--- config.mk ---
export PLATFORM = sky130hd
export DESIGN_NAME = preemptive_priority_request_arbiter
export DESIGN_NICKNAME = d
export VERILOG_FILES = /design/src/hw/rtl/ppra_pkg.sv /design/src/hw/rtl/preemptive_priority_request_arbiter.sv /design/src/hw/rtl/ppra_dedup.sv /design/src/hw/rtl/ppra_queue.sv
export SDC_FILE = /design/constraint.sdc
export NUM_CORES = 2
export LEC_CHECK = 0
export BUFFER_PORTS_ARGS = -buffer_cell sky130_fd_sc_hd__buf_4
export CAP_MARGIN = 0
export CORE_ASPECT_RATIO = 1.4
export CORE_UTILIZATION = 60
export CTS_CLUSTER_SIZE = 25
export DETAILED_ROUTE_END_ITERATION = 10
export GPL_TIMING_DRIVEN = 0
export PLACE_DENSITY = 0.77
export SLEW_MARGIN = 20
export SYNTH_ARGS = -nofsm -noshare
export SYNTH_HDL_FRONTEND = slang
export SYNTH_SLANG_ARGS = --single-unit
--- constraint.sdc ---
create_clock -name clock -period 19.6 [get_ports clock]
set_input_delay 2.94 -clock clock [delete_from_list [all_inputs] [get_ports clock]]
set_output_delay 2.94 -clock clock [all_outputs]
set_load 0.005 [all_outputs]
--- src/hw/rtl/ppra_pkg.sv ---
// Package for the preemptive priority request arbiter.
// Holds item kinds, result status codes, controller states and command structs.
// No dependencies.
`timescale 1ns / 1ps
`default_nettype none
package ppra_pkg;

   localparam int DefQueueDepth = 16;
   localparam int DefDedupDepth = 16;
   localparam int DefTagBits    = 16;

   localparam int PrioW   = 8;
   localparam int TypeW   = 3;
   localparam int FieldTagW = 16;
   localparam int KeyW    = 64;
   localparam int TimeW   = 32;
   localparam int GapW    = 16;
   localparam int LevelW  = 5;
   localparam int AddrW   = 5;
   localparam int DataW   = 32;

   localparam logic [2:0] RegDedupEnable  = 3'd0;
   localparam logic [2:0] RegFilterEnable = 3'd1;
   localparam logic [2:0] RegDupGap       = 3'd2;
   localparam logic [2:0] RegExpiry       = 3'd3;
   localparam logic [2:0] RegWarnLevel    = 3'd4;

   typedef enum logic [1:0] {
      KIND_SUBMIT = 2'd0,
      KIND_UPDATE = 2'd1,
      KIND_STOP   = 2'd2,
      KIND_CLEAR  = 2'd3
   } kind_type;

   typedef enum logic [3:0] {
      ST_ACCEPTED  = 4'd0,
      ST_DUPLICATE = 4'd1,
      ST_FILTERED  = 4'd2,
      ST_FULL      = 4'd3,
      ST_EXECUTED  = 4'd4,
      ST_PREEMPTED = 4'd5,
      ST_BLOCKED   = 4'd6,
      ST_DROPPED   = 4'd7,
      ST_EMPTY     = 4'd8,
      ST_DONE      = 4'd9
   } status_type;

   typedef enum logic [2:0] {
      S_IDLE,
      S_LOOKUP,
      S_SUBMIT,
      S_EXPIRE,
      S_ARB,
      S_SELECT,
      S_FINISH
   } state_type;

   typedef struct packed {
      logic push;
      logic pop;
      logic clear;
      logic select;
   } qcmd_type;

   typedef struct packed {
      logic lookup;
      logic expire;
      logic record;
   } dcmd_type;

   typedef struct packed {
      logic done;
      logic dup;
   } dstat_type;

endpackage
`default_nettype wire

--- src/hw/rtl/preemptive_priority_request_arbiter.sv ---
// Top level of the preemptive priority request arbiter: register port,
// controller, current-request state and result register.
// Depends on ppra_pkg, ppra_dedup and ppra_queue.
//
// Usage: one transaction on the req_ channel (submit, update tick, stop all
// or clear pending) gives exactly one transaction on the rsp_ channel.
// The block handles one item at a time; req_stall is high while it works.
// Path of each item:
//   stop / clear : straight through arbitration to the result register.
//   submit       : a recent-key scan with duplicate detection on
//                  (one key/stamp memory read per cycle), then the checks.
//   update tick  : a key expiry scan (skipped when disabled), then
//                  the priority select over the pending entries, one entry
//                  memory read per cycle (none when nothing is pending).
// The result waits in an output register; while rsp_stall is high it holds
// and the next item may already be taken and worked on, stopping only at
// its own result. Reset empties the queue, the recent-key table and the
// current request, and loads the register defaults. Unenforced rule: write
// configuration through the APB-style port while the block is idle.
`timescale 1ns / 1ps
`default_nettype none
module preemptive_priority_request_arbiter #(
   parameter int QUEUE_DEPTH = ppra_pkg::DefQueueDepth,
   parameter int DEDUP_DEPTH = ppra_pkg::DefDedupDepth,
   parameter int TAG_BITS    = ppra_pkg::DefTagBits
) (
   input  wire logic                              clock,
   input  wire logic                              reset,
   input  wire logic                              req_valid,
   output logic                                   req_stall,
   input  wire logic [1:0]                        req_kind,
   input  wire logic [ppra_pkg::TimeW-1:0]        req_now_ms,
   input  wire logic [ppra_pkg::PrioW-1:0]        req_priority_req,
   input  wire logic                              req_interruptible,
   input  wire logic [ppra_pkg::KeyW-1:0]         req_request_key,
   input  wire logic [ppra_pkg::TypeW-1:0]        req_move_type,
   input  wire logic [ppra_pkg::FieldTagW-1:0]    req_request_tag,
   output logic                                   rsp_valid,
   input  wire logic                              rsp_stall,
   output logic [3:0]                             rsp_status,
   output logic                                   rsp_exec_valid,
   output logic [ppra_pkg::FieldTagW-1:0]         rsp_exec_tag,
   output logic [ppra_pkg::TypeW-1:0]             rsp_exec_type,
   output logic [ppra_pkg::PrioW-1:0]             rsp_exec_priority,
   output logic [4:0]                             rsp_pending_count,
   output logic                                   rsp_queue_warning,
   output logic                                   rsp_current_valid,
   input  wire logic                              psel,
   input  wire logic                              penable,
   input  wire logic                              pwrite,
   input  wire logic [ppra_pkg::AddrW-1:0]        paddr,
   input  wire logic [ppra_pkg::DataW-1:0]        pwdata,
   output logic [ppra_pkg::DataW-1:0]             prdata,
   output logic                                   pready
);
   import ppra_pkg::*;

   localparam int CW = $clog2(QUEUE_DEPTH + 1);

   // Configuration registers
   logic              dedup_en_ff, filter_en_ff;
   logic [GapW-1:0]   gap_ff, expiry_ff;
   logic [LevelW-1:0] warn_ff;
   logic              cfg_wr;

   // Controller
   state_type         state_ff, state_in;
   kind_type          kind_ff;
   logic [TimeW-1:0]  now_ff;
   logic [PrioW-1:0]  prio_ff;
   logic              intr_ff;
   logic [KeyW-1:0]   key_ff;
   logic [TypeW-1:0]  type_ff;
   logic [TAG_BITS-1:0] tag_ff, tag_in;
   logic [31:0]       tag_wide, win_tag_wide;

   // Current request
   logic              cur_valid_ff, cur_valid_in;
   logic [PrioW-1:0]  cur_prio_ff, cur_prio_in;
   logic              cur_intr_ff, cur_intr_in;

   // Staged result
   status_type        res_status_ff, res_status_in;
   logic              res_exec_ff, res_exec_in;
   logic [FieldTagW-1:0] res_tag_ff, res_tag_in;
   logic [TypeW-1:0]  res_type_ff, res_type_in;
   logic [PrioW-1:0]  res_prio_ff, res_prio_in;

   logic              accept, load_out;
   qcmd_type          qcmd;
   dcmd_type          dcmd;
   dstat_type         dstat;
   logic [CW-1:0]     q_count;
   logic              q_done, win_intr;
   logic [PrioW-1:0]  win_prio;
   logic [TypeW-1:0]  win_type;
   logic [TAG_BITS-1:0] win_tag;

   // Register port
   assign pready = 1'b1;
   assign cfg_wr = psel && penable && pwrite;

   always_ff @(posedge clock) begin
      if (reset) begin
         dedup_en_ff  <= 1'b1;
         filter_en_ff <= 1'b1;
         gap_ff       <= GapW'(500);
         expiry_ff    <= GapW'(5000);
         warn_ff      <= LevelW'(10);
      end else if (cfg_wr) begin
         unique case (paddr[4:2])
            RegDedupEnable:  dedup_en_ff  <= pwdata[0];
            RegFilterEnable: filter_en_ff <= pwdata[0];
            RegDupGap:       gap_ff       <= pwdata[GapW-1:0];
            RegExpiry:       expiry_ff    <= pwdata[GapW-1:0];
            RegWarnLevel:    warn_ff      <= pwdata[LevelW-1:0];
            default: ;
         endcase
      end
   end

   always_comb begin
      unique case (paddr[4:2])
         RegDedupEnable:  prdata = DataW'(dedup_en_ff);
         RegFilterEnable: prdata = DataW'(filter_en_ff);
         RegDupGap:       prdata = DataW'(gap_ff);
         RegExpiry:       prdata = DataW'(expiry_ff);
         RegWarnLevel:    prdata = DataW'(warn_ff);
         default:         prdata = '0;
      endcase
   end

   // Keep the low TAG_BITS of the tag field; zero-extend when wider
   assign tag_wide     = 32'(req_request_tag);
   assign tag_in       = tag_wide[TAG_BITS-1:0];
   assign win_tag_wide = 32'(win_tag);

   ppra_dedup #(.DEDUP_DEPTH(DEDUP_DEPTH)) u_dedup (
      .clock (clock),
      .reset (reset),
      .cmd   (dcmd),
      .key   (key_ff),
      .now   (now_ff),
      .gap   (gap_ff),
      .expiry(expiry_ff),
      .stat  (dstat)
   );

   ppra_queue #(.QUEUE_DEPTH(QUEUE_DEPTH), .TAG_BITS(TAG_BITS)) u_queue (
      .clock   (clock),
      .reset   (reset),
      .cmd     (qcmd),
      .in_prio (prio_ff),
      .in_intr (intr_ff),
      .in_type (type_ff),
      .in_tag  (tag_ff),
      .count   (q_count),
      .sel_done(q_done),
      .win_prio(win_prio),
      .win_intr(win_intr),
      .win_type(win_type),
      .win_tag (win_tag)
   );

   assign req_stall = (state_ff != S_IDLE);
   assign accept    = req_valid && !req_stall;
   assign load_out  = (state_ff == S_FINISH) && (!rsp_valid || !rsp_stall);

   always_ff @(posedge clock) begin
      if (reset) state_ff <= S_IDLE;
      else       state_ff <= state_in;
   end

   // Next state, commands and result staging
   always_comb begin
      state_in      = state_ff;
      qcmd          = '0;
      dcmd          = '0;
      cur_valid_in  = cur_valid_ff;
      cur_prio_in   = cur_prio_ff;
      cur_intr_in   = cur_intr_ff;
      res_status_in = res_status_ff;
      res_exec_in   = res_exec_ff;
      res_tag_in    = res_tag_ff;
      res_type_in   = res_type_ff;
      res_prio_in   = res_prio_ff;
      unique case (state_ff)
         S_IDLE: begin
            if (accept) begin
               res_exec_in = 1'b0;
               res_tag_in  = '0;
               res_type_in = '0;
               res_prio_in = '0;
               unique case (kind_type'(req_kind))
                  KIND_SUBMIT: state_in = S_LOOKUP;
                  KIND_UPDATE: state_in = S_EXPIRE;
                  KIND_STOP, KIND_CLEAR: state_in = S_ARB;
                  default: ;
               endcase
            end
         end
         S_LOOKUP: begin
            // Wait for the key scan started on acceptance; skip it when dedup is off
            if (!dedup_en_ff) begin
               state_in = S_SUBMIT;
            end else if (dstat.done) begin
               state_in = S_SUBMIT;
            end
         end
         S_SUBMIT: begin
            if (dedup_en_ff && dstat.dup) begin
               res_status_in = ST_DUPLICATE;
            end else if (filter_en_ff && cur_valid_ff && prio_ff < cur_prio_ff) begin
               res_status_in = ST_FILTERED;
            end else if (q_count >= CW'(QUEUE_DEPTH)) begin
               res_status_in = ST_FULL;
            end else begin
               qcmd.push     = 1'b1;
               dcmd.record   = dedup_en_ff;
               res_status_in = ST_ACCEPTED;
            end
            state_in = S_FINISH;
         end
         S_EXPIRE: begin
            if (!dedup_en_ff || dstat.done) state_in = S_ARB;
         end
         S_ARB: begin
            if (kind_ff == KIND_STOP || kind_ff == KIND_CLEAR) begin
               // Drop all pending; stop also drops the current request
               qcmd.clear    = 1'b1;
               res_status_in = ST_DONE;
               if (kind_ff == KIND_STOP) begin
                  cur_valid_in = 1'b0;
                  cur_prio_in  = '0;
                  cur_intr_in  = 1'b0;
               end
               state_in = S_FINISH;
            end else if (q_count == '0) begin
               res_status_in = ST_EMPTY;
               state_in      = S_FINISH;
            end else begin
               qcmd.select = 1'b1;
               state_in    = S_SELECT;
            end
         end
         S_SELECT: begin
            if (q_done) begin
               if (cur_valid_ff && win_prio > cur_prio_ff && !cur_intr_ff) begin
                  res_status_in = ST_BLOCKED;
               end else if (cur_valid_ff && win_prio <= cur_prio_ff) begin
                  qcmd.pop      = 1'b1;
                  res_status_in = ST_DROPPED;
               end else begin
                  qcmd.pop      = 1'b1;
                  res_status_in = cur_valid_ff ? ST_PREEMPTED : ST_EXECUTED;
                  res_exec_in   = 1'b1;
                  res_tag_in    = win_tag_wide[FieldTagW-1:0];
                  res_type_in   = win_type;
                  res_prio_in   = win_prio;
                  cur_valid_in  = 1'b1;
                  cur_prio_in   = win_prio;
                  cur_intr_in   = win_intr;
               end
               state_in = S_FINISH;
            end
         end
         S_FINISH: begin
            if (load_out) state_in = S_IDLE;
         end
         default: state_in = S_IDLE;
      endcase
      // Kick the dedup scans in the cycle the item is accepted
      if (accept && dedup_en_ff) begin
         dcmd.lookup = (kind_type'(req_kind) == KIND_SUBMIT);
         dcmd.expire = (kind_type'(req_kind) == KIND_UPDATE);
      end
   end

   // Latch the item on acceptance
   always_ff @(posedge clock) begin
      if (accept) begin
         kind_ff <= kind_type'(req_kind);
         now_ff  <= req_now_ms;
         prio_ff <= req_priority_req;
         intr_ff <= req_interruptible;
         key_ff  <= req_request_key;
         type_ff <= req_move_type;
         tag_ff  <= tag_in;
      end
      res_status_ff <= res_status_in;
      res_exec_ff   <= res_exec_in;
      res_tag_ff    <= res_tag_in;
      res_type_ff   <= res_type_in;
      res_prio_ff   <= res_prio_in;
   end

   always_ff @(posedge clock) begin
      if (reset) begin
         cur_valid_ff <= 1'b0;
         cur_prio_ff  <= '0;
         cur_intr_ff  <= 1'b0;
      end else begin
         cur_valid_ff <= cur_valid_in;
         cur_prio_ff  <= cur_prio_in;
         cur_intr_ff  <= cur_intr_in;
      end
   end

   // Result register: advance when empty or when the receiver takes it
   always_ff @(posedge clock) begin
      if (reset) begin
         rsp_valid <= 1'b0;
      end else if (load_out) begin
         rsp_valid <= 1'b1;
      end else if (!rsp_stall) begin
         rsp_valid <= 1'b0;
      end
   end

   always_ff @(posedge clock) begin
      if (load_out) begin
         rsp_status        <= res_status_ff;
         rsp_exec_valid    <= res_exec_ff;
         rsp_exec_tag      <= res_tag_ff;
         rsp_exec_type     <= res_type_ff;
         rsp_exec_priority <= res_prio_ff;
         rsp_pending_count <= 5'(q_count);
         rsp_queue_warning <= (8'(q_count) > 8'(warn_ff));
         rsp_current_valid <= cur_valid_ff;
      end
   end

endmodule
`default_nettype wire

--- src/hw/rtl/ppra_dedup.sv ---
// Recent-key table: one key/stamp memory, valid flops and a sequential scan.
// Depends on ppra_pkg.
`timescale 1ns / 1ps
`default_nettype none
module ppra_dedup #(
   parameter int DEDUP_DEPTH = ppra_pkg::DefDedupDepth
) (
   input  wire logic                      clock,
   input  wire logic                      reset,
   input  wire ppra_pkg::dcmd_type        cmd,
   input  wire logic [ppra_pkg::KeyW-1:0] key,
   input  wire logic [ppra_pkg::TimeW-1:0] now,
   input  wire logic [ppra_pkg::GapW-1:0] gap,
   input  wire logic [ppra_pkg::GapW-1:0] expiry,
   output ppra_pkg::dstat_type            stat
);
   import ppra_pkg::*;

   localparam int IW = (DEDUP_DEPTH > 1) ? $clog2(DEDUP_DEPTH) : 1;
   localparam int CW = $clog2(DEDUP_DEPTH + 1);
   localparam int MW = KeyW + TimeW;

   logic [MW-1:0]          mem_ff [DEDUP_DEPTH];
   logic [MW-1:0]          rd_ff;
   logic [DEDUP_DEPTH-1:0] valid_ff;
   logic                   scan_ff, expire_ff, rv_ff, hit_ff, dup_ff, first_ff;
   logic [CW-1:0]          idx_ff;
   logic [IW-1:0]          ridx_ff, hit_idx_ff, max_idx_ff, free_idx;
   logic [TimeW-1:0]       best_ff, age;
   logic                   any_free, done;
   logic [IW-1:0]          slot;

   assign age  = now - rd_ff[TimeW-1:0];
   assign done = scan_ff && (idx_ff == CW'(DEDUP_DEPTH)) && !rv_ff;
   assign stat = '{done: done, dup: dup_ff};

   always_comb begin
      free_idx = '0;
      any_free = 1'b0;
      for (int i = DEDUP_DEPTH - 1; i >= 0; i--) begin
         if (!valid_ff[i]) begin
            free_idx = IW'(i);
            any_free = 1'b1;
         end
      end
      slot = hit_ff ? hit_idx_ff : (any_free ? free_idx : max_idx_ff);
   end

   always_ff @(posedge clock) begin
      if (scan_ff && idx_ff != CW'(DEDUP_DEPTH)) begin
         rd_ff <= mem_ff[idx_ff[IW-1:0]];
      end
      if (cmd.record) begin
         mem_ff[slot] <= {key, now};
      end
   end

   always_ff @(posedge clock) begin
      if (reset) begin
         valid_ff <= '0;
         scan_ff  <= 1'b0;
         rv_ff    <= 1'b0;
      end else begin
         if (cmd.lookup || cmd.expire) begin
            scan_ff   <= 1'b1;
            expire_ff <= cmd.expire;
            idx_ff    <= '0;
            hit_ff    <= 1'b0;
            dup_ff    <= 1'b0;
            first_ff  <= 1'b1;
            rv_ff     <= 1'b0;
         end else if (scan_ff) begin
            if (idx_ff != CW'(DEDUP_DEPTH)) begin
               rv_ff   <= 1'b1;
               ridx_ff <= idx_ff[IW-1:0];
               idx_ff  <= idx_ff + CW'(1);
            end else begin
               rv_ff <= 1'b0;
            end
            if (rv_ff) begin
               if (expire_ff) begin
                  if (valid_ff[ridx_ff] && age > TimeW'(expiry)) valid_ff[ridx_ff] <= 1'b0;
               end else begin
                  if (valid_ff[ridx_ff] && rd_ff[MW-1:TimeW] == key && !hit_ff) begin
                     hit_ff     <= 1'b1;
                     hit_idx_ff <= ridx_ff;
                     dup_ff     <= age < TimeW'(gap);
                  end
                  if (first_ff || age > best_ff) begin
                     best_ff    <= age;
                     max_idx_ff <= ridx_ff;
                  end
                  first_ff <= 1'b0;
               end
            end
            if (done) scan_ff <= 1'b0;
         end
         if (cmd.record) valid_ff[slot] <= 1'b1;
      end
   end

endmodule
`default_nettype wire

--- src/hw/rtl/ppra_queue.sv ---
// Pending queue: entry memory indexed by slot, age-order list of slots,
// and a sequential highest-priority select. Depends on ppra_pkg.
`timescale 1ns / 1ps
`default_nettype none
module ppra_queue #(
   parameter int QUEUE_DEPTH = ppra_pkg::DefQueueDepth,
   parameter int TAG_BITS    = ppra_pkg::DefTagBits
) (
   input  wire logic                          clock,
   input  wire logic                          reset,
   input  wire ppra_pkg::qcmd_type            cmd,
   input  wire logic [ppra_pkg::PrioW-1:0]    in_prio,
   input  wire logic                          in_intr,
   input  wire logic [ppra_pkg::TypeW-1:0]    in_type,
   input  wire logic [TAG_BITS-1:0]           in_tag,
   output logic [$clog2(QUEUE_DEPTH+1)-1:0]   count,
   output logic                               sel_done,
   output logic [ppra_pkg::PrioW-1:0]         win_prio,
   output logic                               win_intr,
   output logic [ppra_pkg::TypeW-1:0]         win_type,
   output logic [TAG_BITS-1:0]                win_tag
);
   import ppra_pkg::*;

   localparam int IW = (QUEUE_DEPTH > 1) ? $clog2(QUEUE_DEPTH) : 1;
   localparam int CW = $clog2(QUEUE_DEPTH + 1);
   localparam int EW = PrioW + 1 + TypeW + TAG_BITS;

   logic [EW-1:0] mem_ff [QUEUE_DEPTH];
   logic [EW-1:0] rd_ff, best_ff;
   logic [IW-1:0] order_ff [QUEUE_DEPTH];
   logic [CW-1:0] count_ff, pos_ff;
   logic [IW-1:0] rpos_ff, best_pos_ff, rm_slot;
   logic          scan_ff, rv_ff, first_ff;

   assign count    = count_ff;
   assign sel_done = scan_ff && (pos_ff == count_ff) && !rv_ff;
   assign win_tag  = best_ff[TAG_BITS-1:0];
   assign win_type = best_ff[TAG_BITS+TypeW-1:TAG_BITS];
   assign win_intr = best_ff[TAG_BITS+TypeW];
   assign win_prio = best_ff[EW-1:EW-PrioW];
   assign rm_slot  = order_ff[best_pos_ff];

   always_ff @(posedge clock) begin
      if (scan_ff && pos_ff != count_ff) begin
         rd_ff <= mem_ff[order_ff[pos_ff[IW-1:0]]];
      end
      if (cmd.push) begin
         mem_ff[order_ff[count_ff[IW-1:0]]] <= {in_prio, in_intr, in_type, in_tag};
      end
   end

   always_ff @(posedge clock) begin
      if (reset) begin
         count_ff <= '0;
         scan_ff  <= 1'b0;
         rv_ff    <= 1'b0;
         for (int j = 0; j < QUEUE_DEPTH; j++) order_ff[j] <= IW'(j);
      end else begin
         if (cmd.select) begin
            scan_ff  <= 1'b1;
            pos_ff   <= '0;
            first_ff <= 1'b1;
            rv_ff    <= 1'b0;
         end else if (scan_ff) begin
            if (pos_ff != count_ff) begin
               rv_ff   <= 1'b1;
               rpos_ff <= pos_ff[IW-1:0];
               pos_ff  <= pos_ff + CW'(1);
            end else begin
               rv_ff <= 1'b0;
            end
            if (rv_ff && (first_ff || rd_ff[EW-1:EW-PrioW] > best_ff[EW-1:EW-PrioW])) begin
               best_ff     <= rd_ff;
               best_pos_ff <= rpos_ff;
            end
            if (rv_ff) first_ff <= 1'b0;
            if (sel_done) scan_ff <= 1'b0;
         end
         if (cmd.clear) begin
            count_ff <= '0;
         end else if (cmd.push) begin
            count_ff <= count_ff + CW'(1);
         end else if (cmd.pop) begin
            count_ff <= count_ff - CW'(1);
            for (int j = 0; j < QUEUE_DEPTH - 1; j++) begin
               if (IW'(j) >= best_pos_ff) order_ff[j] <= order_ff[j+1];
            end
            order_ff[QUEUE_DEPTH-1] <= rm_slot;
         end
      end
   end

endmodule
`default_nettype wire

==> results.yml <==
critical_path:
  timing.rr.end: "u_dedup.max_idx_ff[0]$_DFFE_PP_"
  worst-path-buf-inv: 4
  r2r_slack_ns: 13.71
  worst_setup_path_end_kind: "output port"
  path_max_fanout: 10
  critical_path.startpoint: "paddr[2]"
  startpoint_type: "input pin"
  critPathMostFrequentCell: "buf_4"
  cp_top_family: "buffers and inverters"
  slowest_stage: "clkbuf_1"
  critPathCapture: "prdata[8]"
  crit_required_ns: 16.66
  slowest_delay_ns: 0.64
  r2r-start: "now_ff[0]$_DFFE_PP_"
  path_class: "in -> out"
  worst-r2r-cell-count: 16
  crit_chain: "buf_4 > buf_1 > clkbuf_1 > mux2i_1 > nor2_1 > buf_4"
  worstSetupPathDepth: 6
  arrival_ns: 4.72
synthesis:
  async_flop_share_pct: 0
  yosysTopAreaCell: "edfxtp_1"
  ys_ff_latch: 2554
  synth_seq_area_share_pct: 75.0
  syn_area_um2: 101000
  synth_edf_count: 2464
  synthFlopType: "edfxtp_1"
  synth.area.top_cells: "edfxtp_1, mux4_2, dfxtp_1"
  syn_inst: 4912
  synth_top_area_share_pct: 73.2
  synth_cell_types: 79
  ys.warnings.count: 0
  syn_avg_cell_area_um2: 20.6
clock_network:
  postCtsResizedCells: 0
  post_cts_buffers: 0
  clk_pin_slew_worst_paths_ns: 0.06
  clockRootBuffer: "clkbuf_16"
  cts_tree: "done"
  clock_sinks: 2554
  hold_buffers: 0
  clock_path_buffers: 3
  h-tree-depth: 4
  clkLatencyLatePin_ns: 0.88
  cts_made_buffers: 221
route:
  met3_wirelength_um: 21700
  wirelength_met1_um: 88100
  drc: 0
  drtAntennaViolNets: 0
  route.met2.wl_um: 131000
  wire_per_inst_um: 31.8
  firstDrtPassIters: 6
  dr_total_vias: 52786
  drt_iter0_drc: 6215
  top_layer: "met4"
  vias_per_cell: 6.59
  wl_um: 254000
power_and_ir_drop:
  p_clk_share_pct: 32.7
  p_leak_nw: 38.1
  irDropWorstVdd_mv: 0.109
  p_comb_share_pct: 15.1
  pwr_density_cell_nw_per_um2: 115
  swShare_pct: 26.5
  pwr-share-seq_pct: 52.2
  p_switching_w: 0.00350
  p_int_w: 0.00972
  finalPower_w: 0.0132
sta:
  rsz0062_at_grt: "no"
  hold_viol_final: 0
  min_period_ns: 7.66
  maxSlewHeadroom_pct: 19.9
  drv_slew: 0
  fmax_ghz: 0.131
  skew_ns: 0.0401
  min_period_over_period_pct: 39.1
  worstMarginPinSlew_ns: 1.20
  finalSetupViolations: 0
global_route:
  grt_pass1_vias: 54603
  grt_overflow: 0
  grt_first_pass_wirelength_um: 368000
  grt_use_total_pct: 30.5
  antenna_found_initial: 4
  grt_max_degree: 60
placed_design:
  portBuffers: 207
  dp.cells: 7601
  place_hpwl_um: 161000
  place.gp.congestion: 0.931
floorplanning:
  start_util_pct: 60.6
  num_io_pins: 244
  placementRows: 177
  coreArea_um2: 167000
  die_w_um: 349
  die_area_um2: 170000
  die_h_um: 488
min_path:
  hold_class: "reg -> reg"
cells_and_area:
  drive_gt1_share_pct: 27.6
  nNetsFinal: 5887
  area_delta_synth_final_pct: 13.9
  post-route-util_pct: 69.1
  instances_no_fill: 8005
run:
  drv_cap: 0
outcome:
  outcome: "complete, no violations"
==> how the worst min path moves through the flow <==
stage                                     end  cells past startpoint                        start  slack [ns]
5_1_grt         u_queue.best_ff[16]$_DFFE_PP_                      0  u_queue.rd_ff[16]$_DFFE_PP_        0.41
2_1_floorplan  rsp_exec_priority[0]$_DFFE_PP_                      0     res_prio_ff[0]$_DFFE_PP_        0.40
3_3_place_gp        rsp_exec_tag[9]$_DFFE_PP_                      0  res_tag_ff[9]$_SDFFCE_PN0P_        0.40
6_report        u_queue.best_ff[16]$_DFFE_PP_                      0  u_queue.rd_ff[16]$_DFFE_PP_        0.40
4_1_cts         u_queue.best_ff[16]$_DFFE_PP_                      0  u_queue.rd_ff[16]$_DFFE_PP_        0.41
3_5_place_dp        rsp_exec_tag[8]$_DFFE_PP_                      0  res_tag_ff[8]$_SDFFCE_PN0P_        0.40
==> metal layers <==
metal / vias up / GRT usage, %
met5: - / 0
li1: 21457 / -
met2: 3453 / 52.2
met1: 27241 / 38.1
met4: 0 / 15.1
met3: 635 / 4.56
==> sequential cells by signal, indices dropped and copies added, names as in the netlist, 28 cells and up, named ones only <==
signal	flops
u_dedup.mem_ff	1536
key_ff	64
u_dedup.best_ff	32
now_ff	32
u_queue.mem_ff	448
u_dedup.rd_ff	96
u_queue.rd_ff	28
u_queue.order_ff	64
u_queue.best_ff	28
==> cells in the final DEF, fill, tap and decap left out, types with 24 or more instances in the layout <==
| cell type | instances |
|---|---|
| nor2_1 | 110 |
| clkinv_2 | 28 |
| mux2i_1 | 68 |
| nand2b_1 | 31 |
| dfxtp_1 | 90 |
| clkbuf_1 | 177 |
| mux2_2 | 34 |
| and3_1 | 37 |
| o21ai_1 | 34 |
| xor2_1 | 49 |
| o21ai_0 | 63 |
| inv_1 | 155 |
| nand2_1 | 169 |
| mux4_2 | 652 |
| buf_2 | 129 |
| buf_16 | 27 |
| xnor2_1 | 52 |
| ha_1 | 128 |
| nor3_1 | 26 |
| a21oi_1 | 110 |
| nor2b_1 | 27 |
| a21o_1 | 28 |
| nand3_1 | 26 |
| and2_1 | 26 |
| nand4_1 | 33 |
| buf_4 | 304 |
| a211oi_1 | 27 |
| clkbuf_2 | 24 |
| clkbuf_16 | 223 |
| clkinv_1 | 49 |
| edfxtp_1 | 2464 |
==> stage by stage <==
step / hold WS (ns) / setup slack [ns] / cell area [um^2] / setup TNS (ns)
after floorplan: 0.400 / 7.60 / 101000 / 0
after global placement: 0.401 / -6.01 / 106000 / -3039.92
after detailed placement: 0.405 / 11.96 / 108000 / 0
after CTS: 0.411 / 11.96 / 115000 / 0
after global routing: 0.407 / 11.86 / 115000 / 0
final: 0.403 / 11.94 / 115000 / 0
==> logic make-up after synthesis <==
family	Yosys count	share of synthesized area, %
AOI/OAI and AO/OA	375	2.33
DFF	2554	75.0
and+or+nand+nor	601	3.01
buffers and inverters	394	1.60
adders and majority gates	130	1.62
muxes	755	15.6
xor gates and xnor gates	101	0.875
other	2	0.00743
==> power groups by stage <==
stage | logic, W | clock network (W) | registers (W)
2_1_floorplan | 0.00125 | 0 | 0.00689
3_3_place_gp | 0.00185 | 0 | 0.00703
3_5_place_dp | 0.00197 | 0 | 0.00701
4_1_cts | 0.00199 | 0.00436 | 0.00689
5_1_grt | 0.00212 | 0.00455 | 0.00693
6_report | 0.00200 | 0.00432 | 0.00690
==> final cells by class <==
| type | count | area, um^2 |
|---|---|---|
| Tap cell | 2237 | 2800 |
| Buffer | 234 | 1060 |
| Timing Repair Buffer | 437 | 3870 |
| Inverter | 160 | 623 |
| Fill cell | 9964 | 51600 |
| Sequential cell | 2554 | 75800 |
| Multi-Input combinational cell | 1979 | 24000 |
| Clock buffer | 277 | 5860 |
| Clock inverter | 125 | 1190 |
| Antenna cell | 2 | 5.00 |
==> worst register-to-register path: cells and delay by family (launching register included) <==
| kind | cells | cell delay [ns] |
|---|---|---|
| AO/OA/AOI/OAI | 7 | 2.19 |
| flip-flops | 1 | 0.69 |
| XOR/XNOR | 1 | 0.51 |
| AND/OR/NAND/NOR | 3 | 0.85 |
| adder cells (fa/ha/maj) | 3 | 0.90 |
| buffers and inverters | 2 | 0.42 |
==> cells in the mapped netlist, drive strengths merged (31+ instances only) <==
library cell  number
edfxtp          2464
mux4             652
nand2            169
inv              160
clkbuf           141
ha               128
nor2             127
a21oi            116
o21ai             98
buf               93
dfxtp             90
mux2i             68
xnor2             52
xor2              49
and3              37
mux2              35
nand4             33
and2              32
nand2b            31
Power figures use the tool's default switching activity.
